===== src/rtl/fqir_pkg.sv =====
// Package with the command and status codes, the result type and default sizes of the queue.
package fqir_pkg;

	localparam int DEPTH_DEF      = 16;
	localparam int DATA_WIDTH_DEF = 32;

	localparam int CMD_W   = 2;
	localparam int WORD_W  = 32;
	localparam int POS_W   = 4;
	localparam int STAT_W  = 3;
	localparam int COUNT_W = 5;

	typedef enum logic [CMD_W-1:0] {
		CMD_ENQ = 2'd0,
		CMD_DEQ = 2'd1,
		CMD_RD  = 2'd2,
		CMD_RM  = 2'd3
	} cmd_t;

	typedef enum logic [STAT_W-1:0] {
		ST_OK    = 3'd0,
		ST_EMPTY = 3'd1,
		ST_RANGE = 3'd2,
		ST_NULL  = 3'd3,
		ST_FULL  = 3'd4
	} status_t;

	typedef struct packed {
		status_t              status;
		logic [WORD_W-1:0]    data;
		logic [COUNT_W-1:0]   count;
	} result_t;

endpackage


===== src/rtl/fqir_store.sv =====
// Queue storage and count with the command decode, the read mux and the compacting shift.
module fqir_store
	import fqir_pkg::*;
#(
	parameter int DEPTH      = DEPTH_DEF,
	parameter int DATA_WIDTH = DATA_WIDTH_DEF
) (
	input  logic                clk,
	input  logic                arst_n,
	input  logic                exec,
	input  cmd_t                cmd,
	input  logic [WORD_W-1:0]   word_in,
	input  logic [POS_W-1:0]    pos,
	output result_t             res
);

	localparam int CW   = $clog2(DEPTH + 1);
	localparam int PW   = (CW > POS_W) ? CW : POS_W;
	localparam int RD_N = (DEPTH < (1 << POS_W)) ? DEPTH : (1 << POS_W);

	logic [DATA_WIDTH-1:0] entries_q [DEPTH];
	logic [CW-1:0]         count_q;
	logic [CW-1:0]         count_d;
	logic [DATA_WIDTH-1:0] word;
	logic [DATA_WIDTH-1:0] rd_word;
	logic [POS_W-1:0]      sel_pos;
	logic                  pos_ok;
	logic                  empty;
	logic                  full;
	logic                  do_enq;
	logic                  do_rm;

	assign word    = DATA_WIDTH'(word_in);
	assign sel_pos = (cmd == CMD_DEQ) ? '0 : pos;
	assign empty   = (count_q == '0);
	assign full    = (count_q == CW'(DEPTH));
	assign pos_ok  = (PW'(sel_pos) < PW'(count_q));

	always_comb begin
		rd_word = '0;
		for (int i = 0; i < RD_N; i++) begin
			if (sel_pos == POS_W'(i)) begin
				rd_word = entries_q[i];
			end
		end
	end

	always_comb begin
		res.status = ST_OK;
		res.data   = '0;
		do_enq     = 1'b0;
		do_rm      = 1'b0;
		case (cmd)
			CMD_ENQ: begin
				if (word == '0) begin
					res.status = ST_NULL;
				end else if (full) begin
					res.status = ST_FULL;
				end else begin
					do_enq = exec;
				end
			end
			CMD_DEQ, CMD_RD, CMD_RM: begin
				if (empty) begin
					res.status = ST_EMPTY;
				end else if (!pos_ok) begin
					res.status = ST_RANGE;
				end else begin
					res.data = WORD_W'(rd_word);
					do_rm    = exec && (cmd != CMD_RD);
				end
			end
			default: begin
				res.status = ST_OK;
			end
		endcase
		if (do_enq) begin
			count_d = count_q + CW'(1);
		end else if (do_rm) begin
			count_d = count_q - CW'(1);
		end else begin
			count_d = count_q;
		end
		res.count = COUNT_W'(count_d);
	end

	always_ff @(posedge clk or negedge arst_n) begin
		if (!arst_n) begin
			count_q <= '0;
		end else if (exec) begin
			count_q <= count_d;
		end
	end

	for (genvar i = 0; i < DEPTH; i++) begin : g_entry
		if (i < DEPTH - 1) begin : g_shift
			always_ff @(posedge clk) begin
				if (do_enq && count_q == CW'(i)) begin
					entries_q[i] <= word;
				end else if (do_rm && PW'(i) >= PW'(sel_pos)) begin
					entries_q[i] <= entries_q[i+1];
				end
			end
		end else begin : g_last
			always_ff @(posedge clk) begin
				if (do_enq && count_q == CW'(i)) begin
					entries_q[i] <= word;
				end
			end
		end
	end

	a_count_bound: assert property (@(posedge clk) disable iff (!arst_n)
		count_q <= CW'(DEPTH))
		else $error("queue count exceeds depth");

	a_enq_grows: assert property (@(posedge clk) disable iff (!arst_n)
		exec && cmd == CMD_ENQ && res.status == ST_OK |=> count_q == $past(count_q) + CW'(1))
		else $error("accepted enqueue did not add one entry");

	a_take_shrinks: assert property (@(posedge clk) disable iff (!arst_n)
		exec && (cmd == CMD_DEQ || cmd == CMD_RM) && res.status == ST_OK
		|=> count_q == $past(count_q) - CW'(1))
		else $error("dequeue or remove did not drop one entry");

	a_error_holds: assert property (@(posedge clk) disable iff (!arst_n)
		exec && res.status != ST_OK |=> $stable(count_q))
		else $error("refused command changed the count");

	a_error_zero: assert property (@(posedge clk) disable iff (!arst_n)
		res.status != ST_OK |-> res.data == '0)
		else $error("error result carries a nonzero word");

endmodule


===== src/rtl/fifo_queue_indexed_remove.sv =====
// Top level of the queue with indexed read and remove: input stage, result stage and flow control.
//
// Input channel: command, data_in and position travel with in_valid; a word is taken at a
// rising edge where in_valid is high and in_stall is low. Commands are enqueue at the tail,
// dequeue from the head, read at a position counted from the head, and remove at a position,
// which closes the gap so later entries move one place toward the head.
// Output channel: each command returns exactly one word of status, data_out and entry_count
// with out_valid; it is taken at an edge where out_valid is high and out_stall is low.
// The accepted command sits in the input register, is executed against the queue state, and
// its result is held in the output register.
// Throughput is one command per cycle unless the receiver stalls; the queue update and the
// result are produced by one pass of decode, read mux and parallel shift over the register array.
// When the receiver stalls, the result register holds its word, the input register holds the
// pending command, and in_stall rises once that register is occupied.
// Reset clears the entry count and both valid flags; the queue comes up empty and the first
// command may be taken right after reset is released.
module fifo_queue_indexed_remove
	import fqir_pkg::*;
#(
	parameter int DEPTH      = DEPTH_DEF,
	parameter int DATA_WIDTH = DATA_WIDTH_DEF
) (
	input  logic                 clk,
	input  logic                 arst_n,
	input  logic                 in_valid,
	output logic                 in_stall,
	input  logic [CMD_W-1:0]     command,
	input  logic [WORD_W-1:0]    data_in,
	input  logic [POS_W-1:0]     position,
	output logic                 out_valid,
	input  logic                 out_stall,
	output logic [STAT_W-1:0]    status,
	output logic [WORD_W-1:0]    data_out,
	output logic [COUNT_W-1:0]   entry_count
);

	logic                valid_s1;
	cmd_t                cmd_s1;
	logic [WORD_W-1:0]   data_s1;
	logic [POS_W-1:0]    pos_s1;
	logic                valid_s2;
	result_t             res_s2;
	result_t             res;
	logic                adv;
	logic                exec;

	assign adv      = !valid_s2 || !out_stall;
	assign exec     = valid_s1 && adv;
	assign in_stall = valid_s1 && !adv;

	always_ff @(posedge clk or negedge arst_n) begin
		if (!arst_n) begin
			valid_s1 <= 1'b0;
			valid_s2 <= 1'b0;
		end else begin
			if (!in_stall) begin
				valid_s1 <= in_valid;
			end
			if (adv) begin
				valid_s2 <= valid_s1;
			end
		end
	end

	always_ff @(posedge clk) begin
		if (in_valid && !in_stall) begin
			cmd_s1  <= cmd_t'(command);
			data_s1 <= data_in;
			pos_s1  <= position;
		end
		if (exec) begin
			res_s2 <= res;
		end
	end

	fqir_store #(
		.DEPTH      (DEPTH),
		.DATA_WIDTH (DATA_WIDTH)
	) u_store (
		.clk     (clk),
		.arst_n  (arst_n),
		.exec    (exec),
		.cmd     (cmd_s1),
		.word_in (data_s1),
		.pos     (pos_s1),
		.res     (res)
	);

	assign out_valid   = valid_s2;
	assign status      = res_s2.status;
	assign data_out    = res_s2.data;
	assign entry_count = res_s2.count;

endmodule

===== config.mk =====
export PLATFORM = sky130hd
export DESIGN_NAME = fifo_queue_indexed_remove
export DESIGN_NICKNAME = d
export VERILOG_FILES = /design/src/rtl/fqir_pkg.sv /design/src/rtl/fqir_store.sv /design/src/rtl/fifo_queue_indexed_remove.sv
export SDC_FILE = /design/constraint.sdc
export NUM_CORES = 1
export LEC_CHECK = 0
export BUFFER_PORTS_ARGS = -buffer_cell sky130_fd_sc_hd__buf_2
export CAP_MARGIN = 15
export CORE_MARGIN = 3
export CORE_UTILIZATION = 40
export CTS_CLUSTER_DIAMETER = 60
export DETAILED_ROUTE_END_ITERATION = 10
export PLACE_DENSITY_LB_ADDON = 0.15
export SLEW_MARGIN = 0
export SYNTH_ARGS = -nofsm -noshare
export SYNTH_HDL_FRONTEND = slang
export SYNTH_HIERARCHICAL = 1
export SYNTH_SLANG_ARGS = --single-unit

===== constraint.sdc =====
create_clock -name clk -period 7.5 [get_ports clk]
set_clock_uncertainty 0.2 [all_clocks]
set_input_delay 0.375 -clock clk [delete_from_list [all_inputs] [get_ports clk]]
set_output_delay 0.375 -clock clk [all_outputs]
set_load 0.05 [all_outputs]

==> flow_metrics.tcl <==
set metrics [dict create \
    dr.pass1.iters 6 \
    critical_path_class "flip-flop to flip-flop" \
    synth_seq_cells 597 \
    die_width_um 275 \
    synth_cell_types 69 \
    status "completed" \
    placed_cell_area_sq_mm 0.0304 \
    initial_core_util 0.408 \
    tns_ns 0 \
    overflow 0 \
    hold_path.class "primary input to flip-flop" \
    cts_root_buf "clkbuf_16" \
    period_share 0.642 \
    die_area_sq_mm 0.0756 \
    syn_nets 2089 \
    required_ns 7.52 \
    cp_max_fo 59 \
    synth_ff_type "edfxtp_1" \
    gp_congestion 0.879 \
    finalSetupViolations 0 \
    area_growth_pct 14.4 \
    report.final.slew_viol_count 0 \
    ioPinCount 84 \
    end_kind "flip-flop" \
    fmax_mhz 208 \
    fin_area_sq_mm 0.0331 \
    grt_pass1_vias 19000 \
    p_per_area_mw_per_mm2 286 \
    htreeDepth 3 \
    cts_buffers 68 \
    postCtsResizedCells 0 \
    portBuffers 83 \
    utilization 0.467 \
    hold_viol_final 0 \
    cts.sinks 597 \
    wire_per_inst_um 28.8 \
    cts_tree "built" \
    coreArea_sq_mm 0.0709 \
    clock_latency_ns 0.60 \
    rows 97 \
    clk_pin_slew_ns 0.06 \
    maxCapViolCount 0 \
    power_uw 9470 \
    clk_path_buf_depth 3 \
    p_leak_uw 0.0111 \
    drtIter0Drc 2044 \
    via_count 19100 \
    arrival_ns 4.83 \
    grt_pass1_wl_um 132000 \
    dieHeight_um 275 \
    syn-cell-area_sq_mm 0.0289 \
    async_flop_share 0.0117 \
    ant_nets 0 \
    nets 2183 \
    tightest_slew_ns 1.22 \
    synth_edf_count 590 \
    synth_warnings 6 \
    drc 0 \
    slew_headroom 0.180 \
    rsz0062_at_grt "no" \
    antenna_found_initial 5 \
    drive_gt1_frac 0.313 \
    syn_inst 2038 \
    peakVddDrop_uv 204 \
    postRouteWirelength_um 90000 \
    hpwl_um 54700 \
    viasPerCell 6.13 \
    startpoint_type "flip-flop" \
    grt_max_degree 60 \
    antenna_cells 0 \
    avgSynthCellArea_sq_um 14.2 \
    ys_seq_area_frac 0.619 \
    grtUsageTotal 0.237 \
    period_needed_ns 4.82 \
]
## Yosys cell counts, types with 8 or more instances
| master | number | area [sq um] |
|---|---|---|
| buf_6 | 17 | 191 |
| a22o_1 | 26 | 228 |
| nand4_1 | 36 | 225 |
| a221o_1 | 17 | 170 |
| nor2_1 | 56 | 210 |
| a221oi_1 | 18 | 158 |
| o211ai_1 | 8 | 60.1 |
| inv_1 | 12 | 45.0 |
| a31oi_1 | 12 | 75.1 |
| o21ai_0 | 73 | 365 |
| a211oi_1 | 8 | 60.1 |
| mux2i_1 | 8 | 80.1 |
| o2111ai_1 | 16 | 140 |
| nor3_1 | 21 | 105 |
| ha_1 | 9 | 113 |
| and3_1 | 13 | 81.3 |
| mux2_1 | 71 | 800 |
| o221ai_1 | 11 | 96.3 |
| o21a_1 | 8 | 60.1 |
| buf_2 | 36 | 180 |
| nor4_1 | 25 | 156 |
| o22a_1 | 22 | 193 |
| edfxtp_1 | 590 | 17700 |
| a22oi_1 | 61 | 458 |
| mux2_2 | 378 | 4260 |
| a21oi_1 | 34 | 170 |
| nor2b_1 | 9 | 56.3 |
| nand3_1 | 21 | 105 |
| nand2_1 | 159 | 597 |
| o22ai_1 | 20 | 125 |
| buf_4 | 10 | 75.1 |
| and4_1 | 16 | 140 |
| clkbuf_1 | 113 | 424 |
| o32ai_1 | 17 | 149 |
## per-stage QoR
stage	hold WS, ns	cells	setup WS [ns]
6_report	0.281	3121	2.68
3_3_place_gp	0.0222	2959	2.82
2_1_floorplan	-0.121	2038	0.0589
4_1_cts	0.243	3121	2.68
5_1_grt	0.275	3121	2.41
3_5_place_dp	0.0256	2959	2.67
## final timing paths
kind	start	end	slack, ns	cells after the start
setup / recovery	cmd_s1[0]	u_store/entries_q[1][132]	2.68	12
hold / removal	data_in[5]	data_s1[5]	0.28	2
setup reg to reg	cmd_s1[0]	u_store/entries_q[1][132]	2.68	12
hold reg to reg	valid_s1	out_valid	0.31	1
max in group asynchronous	arst_n	u_store/count_q[3]	6.28	3
min in group asynchronous	arst_n	out_valid	0.54	3
## cell type report
type / count / area, sq um
clock buffers: 80 / 1770
clock inverters: 39 / 440
repair buffers: 204 / 1430
fillers: 6317 / 37800
flip-flops and latches: 597 / 17900
multi-input cells: 1249 / 10300
well taps: 940 / 1180
inverters: 12 / 45.0
## where the power goes
part / total (uW) / internal [uW] / switching [uW]
Clock: 3350 / 1970 / 1370
Sequential: 4360 / 4160 / 208
Combinational: 1760 / 595 / 1170
## critical path, cell delays in order, from the launching register on
cell	delay (ns)
edfxtp_1	0.44
nand2b_2	0.12
buf_4	0.50
nand2_1	0.21
inv_1	0.18
ha_1	0.25
nand3_1	0.15
o21ai_1	0.20
nor2b_2	0.53
buf_4	0.30
o21ai_4	0.07
buf_4	0.28
a21bo_2	0.95
## placed cells by master, fill, tap and decap left out, drive strengths merged, types with 9 or more instances in the layout
master         n
edfxtp       590
mux2         449
buf          161
nand2        160
o21ai         83
clkbuf        80
a22oi         61
nor2          57
dlygate4sd3   43
nand4         36
a21oi         36
nor4          26
a22o          26
clkinv        25
nand3         23
o22a          22
nor3          22
o22ai         20
a221oi        19
o32ai         17
a221o         17
o2111ai       17
inv           17
and4          16
and3          14
a31oi         12
o221ai        11
ha             9
nor2b          9
## registers in the layout, summed over array words and instances (netlist names)
signal,flops
out_valid,1
data_out,32
entry_count,5
valid_s1,1
pos_s1,4
status,3
data_s1,32
u_store/count_q,5
cmd_s1,2
u_store/entries_q,512
## repair_timing
action	4_1_cts	5_1_grt
hold endpoints to repair	47	0
hold buffers	43	0
buffers inserted	0	0
## logic make-up after synthesis
group,after synthesis,synth area share
DFF,597,0.619
muxes,457,0.178
xor gates and xnor gates,7,0.00212
adders and majority gates,9,0.00389
AOI/OAI and AO/OA,390,0.0992
and+or+nand+nor,386,0.0662
buffers and inverters,192,0.0322
## routing by layer
metal  share of wire  track usage  wire length (um)  vias up
li1                -            -                 -     8292
met1            0.45        0.346             40100     9800
met2            0.44        0.358             39600      913
met3           0.094       0.0529              8470      111
met4           0.020       0.0602              1780        4
met5         0.00030            0                27        -
Note: power is estimated with default switching activity, not from simulation.
